[src/hdl/b64c_pkg.sv]
// package: group record, queue request types and alphabet functions of the base64 codec
package b64c_pkg;

    localparam logic [7:0] PAD_CHAR   = 8'h3d;
    localparam logic [7:0] PLUS_CHAR  = 8'h2b;
    localparam logic [7:0] SLASH_CHAR = 8'h2f;

    localparam int QDEPTH = 2;
    localparam int QAW    = $clog2(QDEPTH);

    typedef struct packed {
        logic        dec;
        logic [23:0] bits;
        logic [2:0]  lim;
        logic        last;
    } grp_t;

    typedef struct packed {
        logic push;
        grp_t grp;
    } q_wr_t;

    typedef struct packed {
        logic valid;
        grp_t grp;
    } q_rd_t;

    function automatic logic [7:0] sextet_to_char(input logic [5:0] v);
        logic [7:0] w;
        w = {2'b00, v};
        if (v < 6'd26) begin
            return w + 8'd65;
        end else if (v < 6'd52) begin
            return w + 8'd71;
        end else if (v < 6'd62) begin
            return w - 8'd4;
        end else if (v == 6'd62) begin
            return PLUS_CHAR;
        end
        return SLASH_CHAR;
    endfunction

    function automatic logic [5:0] char_to_sextet(input logic [7:0] c);
        logic [7:0] w;
        w = 8'd0;
        if (c >= 8'd48 && c < 8'd58) begin
            w = c + 8'd4;
        end else if (c >= 8'd65 && c < 8'd91) begin
            w = c - 8'd65;
        end else if (c >= 8'd97 && c < 8'd123) begin
            w = c - 8'd71;
        end else if (c == PLUS_CHAR) begin
            w = 8'd62;
        end else if (c == SLASH_CHAR) begin
            w = 8'd63;
        end
        return w[5:0];
    endfunction

    // bytes carried by m non-pad characters: floor(3m/4)
    function automatic logic [2:0] dec_len(input logic [2:0] m);
        case (m)
            3'd2:    return 3'd1;
            3'd3:    return 3'd2;
            3'd4:    return 3'd3;
            default: return 3'd0;
        endcase
    endfunction

endpackage

[src/hdl/b64c_front.sv]
// front end: accepts items, gathers groups and pushes finished group records
module b64c_front (
    input  logic            aclk,
    input  logic            aresetn,
    input  logic            s_tvalid,
    output logic            s_tready,
    input  logic [7:0]      s_tdata,   // in_byte
    input  logic            s_tlast,   // in_last
    input  logic            cfg_valid,
    output logic            cfg_ready,
    input  logic            cfg_data,  // direction
    input  logic            q_full,
    output b64c_pkg::q_wr_t q_wr
);
    import b64c_pkg::*;

    logic        dir_reg, dir_next;
    logic [23:0] bits_reg, bits_next;
    logic [1:0]  cnt_reg, cnt_next;
    logic [1:0]  pad_reg, pad_next;

    logic        accept;
    logic [23:0] enc_bits, dec_bits, enc_full, dec_full;
    logic [2:0]  cnt, pads, dec_n;
    logic        enc_done, dec_done, is_pad, done;

    assign cfg_ready = 1'b1;
    assign s_tready  = !q_full;
    assign accept    = s_tvalid && s_tready;

    always_comb begin
        is_pad   = (s_tdata == PAD_CHAR);
        enc_bits = {bits_reg[15:0], s_tdata};
        dec_bits = {bits_reg[17:0], char_to_sextet(s_tdata)};
        cnt      = {1'b0, cnt_reg} + 3'd1;
        pads     = {1'b0, pad_reg} + {2'b00, is_pad};
        enc_done = (cnt == 3'd3) || s_tlast;
        dec_done = (cnt == 3'd4) || s_tlast;
        dec_n    = dec_len(cnt - pads);
        done     = dir_reg ? dec_done : enc_done;

        case (cnt)
            3'd1:    enc_full = {enc_bits[7:0], 16'd0};
            3'd2:    enc_full = {enc_bits[15:0], 8'd0};
            default: enc_full = enc_bits;
        endcase
        case (cnt)
            3'd1:    dec_full = {dec_bits[5:0], 18'd0};
            3'd2:    dec_full = {dec_bits[11:0], 12'd0};
            3'd3:    dec_full = {dec_bits[17:0], 6'd0};
            default: dec_full = dec_bits;
        endcase

        q_wr.grp.dec  = dir_reg;
        q_wr.grp.bits = dir_reg ? dec_full : enc_full;
        q_wr.grp.lim  = dir_reg ? dec_n : cnt + 3'd1;
        q_wr.grp.last = s_tlast;
        q_wr.push     = accept && done && (!dir_reg || dec_n != 3'd0);

        dir_next  = dir_reg;
        bits_next = bits_reg;
        cnt_next  = cnt_reg;
        pad_next  = pad_reg;
        if (cfg_valid && cfg_ready) begin
            dir_next  = cfg_data;
            bits_next = 24'd0;
            cnt_next  = 2'd0;
            pad_next  = 2'd0;
        end else if (accept) begin
            if (done) begin
                bits_next = 24'd0;
                cnt_next  = 2'd0;
                pad_next  = 2'd0;
            end else begin
                bits_next = dir_reg ? dec_bits : enc_bits;
                cnt_next  = cnt[1:0];
                pad_next  = dir_reg ? pads[1:0] : 2'd0;
            end
        end
    end

    always_ff @(posedge aclk) begin
        if (!aresetn) begin
            dir_reg  <= 1'b0;
            bits_reg <= 24'd0;
            cnt_reg  <= 2'd0;
            pad_reg  <= 2'd0;
        end else begin
            dir_reg  <= dir_next;
            bits_reg <= bits_next;
            cnt_reg  <= cnt_next;
            pad_reg  <= pad_next;
        end
    end

endmodule

[src/hdl/b64c_queue.sv]
// short queue of group records between front and back end
module b64c_queue (
    input  logic            aclk,
    input  logic            aresetn,
    input  b64c_pkg::q_wr_t q_wr,
    output logic            q_full,
    input  logic            q_pop,
    output b64c_pkg::q_rd_t q_rd
);
    import b64c_pkg::*;

    grp_t           mem_reg [QDEPTH];
    logic [QAW-1:0] wp_reg, wp_next;
    logic [QAW-1:0] rp_reg, rp_next;
    logic [QAW:0]   cnt_reg, cnt_next;

    always_comb begin
        q_full     = (cnt_reg == (QAW+1)'(QDEPTH));
        q_rd.valid = (cnt_reg != '0);
        q_rd.grp   = mem_reg[rp_reg];

        wp_next  = q_wr.push ? wp_reg + QAW'(1) : wp_reg;
        rp_next  = q_pop ? rp_reg + QAW'(1) : rp_reg;
        cnt_next = cnt_reg;
        if (q_wr.push && !q_pop) begin
            cnt_next = cnt_reg + (QAW+1)'(1);
        end else if (q_pop && !q_wr.push) begin
            cnt_next = cnt_reg - (QAW+1)'(1);
        end
    end

    always_ff @(posedge aclk) begin
        if (q_wr.push) begin
            mem_reg[wp_reg] <= q_wr.grp;
        end
    end

    always_ff @(posedge aclk) begin
        if (!aresetn) begin
            wp_reg  <= '0;
            rp_reg  <= '0;
            cnt_reg <= '0;
        end else begin
            wp_reg  <= wp_next;
            rp_reg  <= rp_next;
            cnt_reg <= cnt_next;
        end
    end

endmodule

[src/hdl/b64c_back.sv]
// back end: expands group records into result items, one per cycle unless m_tready stalls the output
module b64c_back (
    input  logic            aclk,
    input  logic            aresetn,
    input  b64c_pkg::q_rd_t q_rd,
    output logic            q_pop,
    output logic            m_tvalid,
    input  logic            m_tready,
    output logic [7:0]      m_tdata,   // out_byte
    output logic            m_tlast,   // out_last
    output logic            busy
);
    import b64c_pkg::*;

    grp_t       cur_reg, cur_next;
    logic [1:0] k_reg, k_next;
    logic       busy_reg, busy_next;
    logic       ov_reg, ov_next;
    logic [7:0] od_reg, od_next;
    logic       ol_reg, ol_next;

    logic       out_free, adv, final_k;
    logic [2:0] nres;
    logic [5:0] sextet;
    logic [7:0] enc_char, dec_byte;

    assign m_tvalid = ov_reg;
    assign m_tdata  = od_reg;
    assign m_tlast  = ol_reg;
    assign busy     = busy_reg;

    always_comb begin
        out_free = !ov_reg || m_tready;
        adv      = busy_reg && out_free;
        nres     = cur_reg.dec ? cur_reg.lim : 3'd4;
        final_k  = ({1'b0, k_reg} + 3'd1) == nres;
        q_pop    = q_rd.valid && (!busy_reg || (adv && final_k));

        case (k_reg)
            2'd0:    sextet = cur_reg.bits[23:18];
            2'd1:    sextet = cur_reg.bits[17:12];
            2'd2:    sextet = cur_reg.bits[11:6];
            default: sextet = cur_reg.bits[5:0];
        endcase
        case (k_reg)
            2'd0:    dec_byte = cur_reg.bits[23:16];
            2'd1:    dec_byte = cur_reg.bits[15:8];
            default: dec_byte = cur_reg.bits[7:0];
        endcase
        enc_char = ({1'b0, k_reg} < cur_reg.lim) ? sextet_to_char(sextet) : PAD_CHAR;

        ov_next = ov_reg;
        od_next = od_reg;
        ol_next = ol_reg;
        if (adv) begin
            ov_next = 1'b1;
            od_next = cur_reg.dec ? dec_byte : enc_char;
            ol_next = cur_reg.last && final_k;
        end else if (m_tready) begin
            ov_next = 1'b0;
        end

        cur_next  = cur_reg;
        k_next    = k_reg;
        busy_next = busy_reg;
        if (q_pop) begin
            cur_next  = q_rd.grp;
            k_next    = 2'd0;
            busy_next = 1'b1;
        end else if (adv && final_k) begin
            busy_next = 1'b0;
        end else if (adv) begin
            k_next = k_reg + 2'd1;
        end
    end

    always_ff @(posedge aclk) begin
        cur_reg <= cur_next;
        od_reg  <= od_next;
        ol_reg  <= ol_next;
    end

    always_ff @(posedge aclk) begin
        if (!aresetn) begin
            k_reg    <= 2'd0;
            busy_reg <= 1'b0;
            ov_reg   <= 1'b0;
        end else begin
            k_reg    <= k_next;
            busy_reg <= busy_next;
            ov_reg   <= ov_next;
        end
    end

endmodule

[src/hdl/base64_codec_top.sv]
// top level of the streaming base64 codec
// Streaming base64 codec, standard alphabet. cfg_data selects the direction
// (0 encode, 1 decode); a write also drops any partly gathered group. Input
// items are taken one per cycle while the two-entry group queue has room;
// the output register issues one result per cycle unless the receiver holds
// m_tready low. Encoding gives four characters per three bytes. The first
// result of a finished group passes through the queue, the back end's group
// register and then the output register.
module base64_codec_top (
    input  logic       aclk,
    input  logic       aresetn,
    input  logic       s_tvalid,
    output logic       s_tready,
    input  logic [7:0] s_tdata,   // in_byte
    input  logic       s_tlast,   // in_last
    output logic       m_tvalid,
    input  logic       m_tready,
    output logic [7:0] m_tdata,   // out_byte
    output logic       m_tlast,   // out_last
    input  logic       cfg_valid,
    output logic       cfg_ready,
    input  logic       cfg_data   // direction
);
    import b64c_pkg::*;

    q_wr_t q_wr;
    q_rd_t q_rd;
    logic  q_full;
    logic  q_pop;
    logic  back_busy;

    b64c_front u_front (
        .aclk      (aclk),
        .aresetn   (aresetn),
        .s_tvalid  (s_tvalid),
        .s_tready  (s_tready),
        .s_tdata   (s_tdata),
        .s_tlast   (s_tlast),
        .cfg_valid (cfg_valid),
        .cfg_ready (cfg_ready),
        .cfg_data  (cfg_data),
        .q_full    (q_full),
        .q_wr      (q_wr)
    );

    b64c_queue u_queue (
        .aclk    (aclk),
        .aresetn (aresetn),
        .q_wr    (q_wr),
        .q_full  (q_full),
        .q_pop   (q_pop),
        .q_rd    (q_rd)
    );

    b64c_back u_back (
        .aclk     (aclk),
        .aresetn  (aresetn),
        .q_rd     (q_rd),
        .q_pop    (q_pop),
        .m_tvalid (m_tvalid),
        .m_tready (m_tready),
        .m_tdata  (m_tdata),
        .m_tlast  (m_tlast),
        .busy     (back_busy)
    );

    a_no_overflow: assert property (@(posedge aclk) disable iff (!aresetn)
        q_wr.push |-> !q_full)
        else $error("group pushed into full queue");

    a_no_underflow: assert property (@(posedge aclk) disable iff (!aresetn)
        q_pop |-> q_rd.valid)
        else $error("pop from empty queue");

    a_out_from_busy: assert property (@(posedge aclk) disable iff (!aresetn)
        $rose(m_tvalid) |-> $past(back_busy))
        else $error("result issued without an active group");

endmodule

[config.mk]
export PLATFORM = sky130hd
export DESIGN_NAME = base64_codec_top
export DESIGN_NICKNAME = d
export VERILOG_FILES = /design/src/hdl/b64c_pkg.sv /design/src/hdl/b64c_front.sv /design/src/hdl/b64c_queue.sv /design/src/hdl/b64c_back.sv /design/src/hdl/base64_codec_top.sv
export SDC_FILE = /design/constraint.sdc
export NUM_CORES = 1
export LEC_CHECK = 0
export ABC_AREA = 0
export ABC_CLOCK_PERIOD_IN_PS = 5900
export BUFFER_PORTS_ARGS = -buffer_cell sky130_fd_sc_hd__buf_2
export CAP_MARGIN = 30
export CORE_ASPECT_RATIO = 1.4
export CORE_MARGIN = 2
export CORE_UTILIZATION = 50
export CTS_BUF_LIST = sky130_fd_sc_hd__clkbuf_16
export DETAILED_ROUTE_END_ITERATION = 7
export GPL_TIMING_DRIVEN = 0
export PLACE_DENSITY = 0.75
export SETUP_SLACK_MARGIN = 0.15
export SYNTH_ARGS = -nofsm -noshare
export SYNTH_HDL_FRONTEND = slang
export SYNTH_SLANG_ARGS = --single-unit
[constraint.sdc]
create_clock -name aclk -period 5.9 [get_ports aclk]
set_input_delay 0 -clock aclk [delete_from_list [all_inputs] [get_ports aclk]]
set_output_delay 0 -clock aclk [all_outputs]
set_load 0.02 [all_outputs]
# Yosys cells after proc, flatten, opt, wreduce, memory -nomap -nowiden
# Memories as Yosys holds them, arrays and structs flattened. A register that Yosys moved wholly into a read port is not among the register bits.
# Index checks and enable logic that the tools add are counted.
# word_totals
mem_bits_rw,58
input_bits,15
latch_bits,0
word_cells,126
memories,1
ff_bits,40
rom_bits,0
output_inout_bits,12
# mem_list
name,depth,width,read_ports,rd_ports_with_merged_regs,write_ports,line,rtl
u_queue.mem_reg,2,29,1,1,1,b64c_queue.sv:12,grp_t mem_reg [QDEPTH];
# op_classes
bitwise_logic,2
multipliers,0
eq_ne,15
addsub,16
muxes,38
div,0
n_shift,0
n_reduce_logical,32
order_cmp,10
# op_table
operator,count
$pmux 24 s3,1
$mux 8,7
$pmux 24 s2,1
$mux 18,2
$mux 6,5
$eq 8x6->1 const B,3
$mux 24,1
$pmux 6 s3,1
$add 6x7->8 const B,2
$ge 8x7->1 const B,2
$lt 8x7->1 const B,2
$pmux 8 s2,1
$eq 3x2->1 const B,4
$logic_and 1x1->1,12
$lt 6x6->1 const B,2
$mux 1,11
$mux 2,5
$ge 8x6->1 const B,1
$lt 8x6->1 const B,1
$reduce_bool 2->1,4
$sub 6x3->7 const B,1
$add 2x1->3 const B,2
$add 6x3->6 const B,1
$eq 3x3->1 const B,2
24 further kinds,39

# Logic depth before layout (Yosys ltp)
# depth
word_depth,12
depth_mapped,15
depth_no_buf,14

# By module
# From an unflattened synthesis, not the netlist that was laid out.
# hier_totals
hier_cells,676
hier_area_um2,7094.3
# by_module_without_submodules
module,cells_each,area_per_inst_um2,seq_area_each_um2,n_inst
b64c_front,376,2613.8,460.4,1
b64c_queue,112,2313.5,1841.8,1
b64c_back,188,2167.1,1221.2,1

# Worst setup path after synthesis
# No wires, ideal clock.
# synth_path
path_kind,reg2reg
startpoint,register u_back.k_reg[0]
endpoint,register u_queue.cnt_reg[1]
n_path_buf,0
setup_time_ns,0.076
required_ns,5.824
t_arrival_ns,4.656
path_stages_with_launch,11
setup_slack_ns,1.168
synth_period_minus_slack_ns,4.732
cell_sequence,dfxtp_1 inv_1 ha_1 nor4_1 a31o_2 a211oi_1 nor3_1 inv_1 ha_1 or3_1 a21boi_0
# synth_via
elab_chain_cells,8
word_cells_on_any_way,10
classes_between,add/sub (1); eq/ne (1); mux (1); reduce/logical (7)
# synth_rtl
item,line,rtl
from (decl),b64c_back.sv:16,"logic [1:0] k_reg, k_next;"
from (signal assigned),b64c_back.sv:89,k_reg <= k_next;
$add 2x1->3 *,b64c_back.sv:36,"final_k = ({1'b0, k_reg} + 3'd1) == nres;"
$eq 3x3->1 *,b64c_back.sv:36,
$logic_and 1x1->1 *,b64c_back.sv:37,q_pop = q_rd.valid && (!busy_reg || (adv && final_k));
$logic_or 1x1->1 *,b64c_back.sv:37,
$logic_and 1x1->1 *,b64c_back.sv:37,
net q_pop,base64_codec_top.sv:29,logic q_pop;
$logic_not 1->1,b64c_queue.sv:25,if (q_wr.push && !q_pop) begin
$logic_and 1x1->1,b64c_queue.sv:25,
$mux 2 or $reduce_bool 2->1 (tied branches),-,
to (signal assigned),b64c_queue.sv:46,cnt_reg <= cnt_next;
to (decl),b64c_queue.sv:15,"logic [QAW:0] cnt_reg, cnt_next;"
# Mark *: on every way through the listed nets, which the timed path passes. The rest lies on a longest branch.
# A chain may end at the register's enable or synchronous reset.

==> impl_metrics.ini <==
[floorplan]
fp.dieW_um = 103
die-height_um = 143
floorplan.die_area_um2 = 14800
initial_core_util_pct = 51.5
io_pins = 27
fp-row-count = 50
fp.coreArea_um2 = 13500

[place]
pre_cts_ws_ns = 1.83
port_buffers = 24
routabilityCongestion = 0.922
dp.final_hpwl_mm = 12.8

[power_and_ir_drop]
ir_drop_v = 0.000246
p_int_uw = 2280
power_frac_seq_pct = 37.1
share_of_total_power_in_the_clock_network_pct = 30.8
p_sw_uw = 1170
static-leakage-power_uw = 0.00293
swShare_pct = 33.9
combinationalPowerShare_pct = 32.1
cellPowerDensity_nw_per_um2 = 429

[yosys]
synth-edff-count = 96
compound_cell_area_share_of_the_yosys_netlist_pct = 19.8
syn-mean-instance-area_um2 = 11.2
ys_dominant_reg_cell = sky130_fd_sc_hd__edfxtp_1
synth-simple-area-share_pct = 11.2
synth-seq-area-share_pct = 50.6
synth_mux_area_share_pct = 7.23
syn_nets = 662
netlist.area_leader.share_pct = 41.6
adder_cell_area_share_of_the_yosys_netlist_pct = 5.17
async_s_r_ff_share_synth_pct = 0
syn-cell-area_um2 = 6930
synthXorXnorAreaFrac_pct = 2.02
synth_top_family_by_area = compound AO/OA/AOI/OAI gates
yosys.area.top_type = sky130_fd_sc_hd__edfxtp_1
yosys_register_bits = 127
syn_inst = 619
synthTopCellsByArea = sky130_fd_sc_hd__edfxtp_1 (42%), sky130_fd_sc_hd__dfxtp_1 (9.0%), sky130_fd_sc_hd__mux2_2 (6.3%)
count_of_cell_types_in_the_netlist = 80
synth-warning-count = 0

[min_path]
hold_path_startpoint = s_tdata[0]
holdPathEnd = u_front.bits_reg[0]$_SDFFE_PP0P_
worstHoldPathCells = 3
hold_class = input pin to register

[sta]
setup-tns-final_ns = 0
final_ws_setup_ns = 2.15
slew_viol_final = 0
hold_viol_final = 0
setup_viol = 0
timing.fmax_ghz = 0.267
fin_crit_ns = 3.75
portion_of_the_clock_cycle_consumed_by_the_worst_path_in_the_final_layout_pct = 63.5
timing_worst_slew_pin_value_ns = 0.753
rsz0062_at_grt = no
fin_skew_ns = 0.0128
slew-limit-headroom_pct = 49.6

[cts]
clk_tree_root_cell = sky130_fd_sc_hd__clkbuf_16
cts_htree_levels = 4
cts_buffers = 17
worstSkewPairLatency_ns = 0.42
cts.repair_timing.setup_buffer_count = 0
cts_sinks = 127
path_clk_slew_ns = 0.06
cts-resized-gates = 0
cts_max_path_buffers = 2
cts_tree = yes

[status]
outcome = finished, final reports clean

[setup_path]
critical_path_required_ns = 6.01
timing.critical_path.fanout_max = 22
setup.worst_path.start_class = register
ff2ff_path_depth = 10
max_stage_delay_ns = 0.48
crit-reg2reg-capture = u_queue.mem_reg[1][8]$_DFFE_PP_
critical_path.cell_chain = inv_1 -> ha_1 -> inv_1 -> fa_1 -> xnor2_1 -> xnor2_1 -> mux2_1 -> a211oi_2 -> and2_1 -> buf_16
worst-path-buf-inv = 3
worst_ep_arrival_time_ns = 3.86
crit_slowest_cell = sky130_fd_sc_hd__and2_1
reg2reg_setup_slack_ns = 2.15
critical_path.top_delay_family = adder cells
regToRegStartpoint = u_front.cnt_reg[0]$_SDFFE_PP0P_
setup.worst_path.class = register to register
setup.worst_path.end_class = register

[global_routing]
global_route_wire_length_before_repair_mm = 27.8
grt_pass1_vias = 5366
antenna_found_initial = 0
globalRouteTotalUtil_pct = 25.2
largest_net_degree_at_the_start_of_global_routing = 24
grt.overflow.total = 0

[cells_and_area]
final_cell_mix = sky130_fd_sc_hd__edfxtp_1 (96), sky130_fd_sc_hd__nand2_1 (53), sky130_fd_sc_hd__mux2_2 (39)
antenna_cells_inserted = 0
layout_cells_sized_above_1_pct = 17.8
flip_flop_count_of_the_largest_register_after_layout = 58
num-nets-final = 716
layout_commonest_cell = sky130_fd_sc_hd__edfxtp_1
areaGrowthSynthToFinish_pct = 16.2

[drt]
finalWirelength_mm = 17.6
drt.antenna.violating_nets = 0
detail_route.iter0.violations = 327
detail_route.wl_per_cell_um = 20.3
drc = 0
vias = 5261
detail_route.vias_per_cell = 6.06
drt_pre_antenna_iters = 5

[flow_run]
cap_violations = 0
[synth_stat cells (all sizes together), types with 3 or more instances]
library cell	count
a211oi	9
a21boi	4
a21o	3
a21oi	37
a221o	11
a221oi	9
a222oi	8
a22o	7
a22oi	24
a311oi	3
a31oi	3
a32o	3
a32oi	5
and2	6
and3	3
buf	13
clkbuf	27
dfxtp	31
edfxtp	96
ha	27
inv	24
mux2	40
mux2i	5
nand2	54
nand2b	8
nand3	8
nor2	32
nor2b	13
nor3	10
nor3b	5
o21a	7
o21ai	28
xnor2	12
xor2	4
[worst max-delay path by stage]
stage                                                from                              end  slack [ns]  cells after the start
after floorplan              u_back.k_reg[0]$_SDFFE_PP0P_  u_queue.cnt_reg[1]$_SDFFE_PN0P_        1.17                     10
final                     u_front.cnt_reg[0]$_SDFFE_PP0P_  u_queue.mem_reg[1][8]$_DFFE_PP_        2.15                     10
after detailed placement                       s_tdata[1]  u_queue.mem_reg[1][8]$_DFFE_PP_        1.83                     14
after CTS                 u_front.cnt_reg[0]$_SDFFE_PP0P_  u_queue.mem_reg[1][7]$_DFFE_PP_        2.15                     10
after global placement       u_back.k_reg[0]$_SDFFE_PP0P_  u_queue.cnt_reg[1]$_SDFFE_PN0P_        0.22                     10
after global routing      u_front.cnt_reg[0]$_SDFFE_PP0P_  u_queue.mem_reg[1][8]$_DFFE_PP_        1.96                     10
[tightest hold or removal path, stage by stage]
cell,delay (ns)
sky130_fd_sc_hd__buf_2,0.17
sky130_fd_sc_hd__mux2i_1,0.16
sky130_fd_sc_hd__o21ai_1,0.07
[per-layer routing]
metal  share of wire (%)  track usage (%)
met5                   0                0
met4                 5.9             14.8
met3                 4.6             5.29
met2                  52             44.1
met1                  37             27.5
[power by group through the flow]
stage	registers, uW	logic, uW	clock network, uW
floorplan	1310	742	0
global placement	1300	1020	0
detailed placement	1300	1070	0
CTS	1280	1090	1080
global route	1300	1210	1110
finish	1280	1110	1060
[cell families after synthesis]
| family | Yosys count |
|---|---|
| flops | 127 |
| xor+xnor | 16 |
| mux | 45 |
| fa+ha+maj | 28 |
| other cells | 1 |
| compound gates | 185 |
| buf+inv | 64 |
| simple gates | 153 |
[area by class of cell]
type,count,area [um^2]
Sequential cell,127,3500
Buffer,40,180
Clock buffer,20,500
Clock inverter,12,119
Inverter,24,90.1
Tap cell,182,228
Multi-Input combinational cell,428,3160
Fill cell,1093,5400
Timing Repair Buffer,35,268
[what timing repair did]
action	4_1_cts	5_1_grt
endpoints found under the setup margin	0	0
hold buffers	7	0
endpoints found under the hold margin	8	0
[metrics by stage]
stage               hold slack [ns]  instances  utilization [%]  power (uW)  instance area (um^2)
finish                       0.0468        868             59.8        3450                  8050
global route                 0.0342        868             59.8        3630                  8050
CTS                          0.0254        868             59.8        3450                  8050
detailed placement            0.254        829             54.7        2370                  7360
global placement              0.250        825             54.1        2320                  7270
floorplan                    0.0989        619                -        2050                  6930
Note: power is estimated with default switching activity, not from simulation.
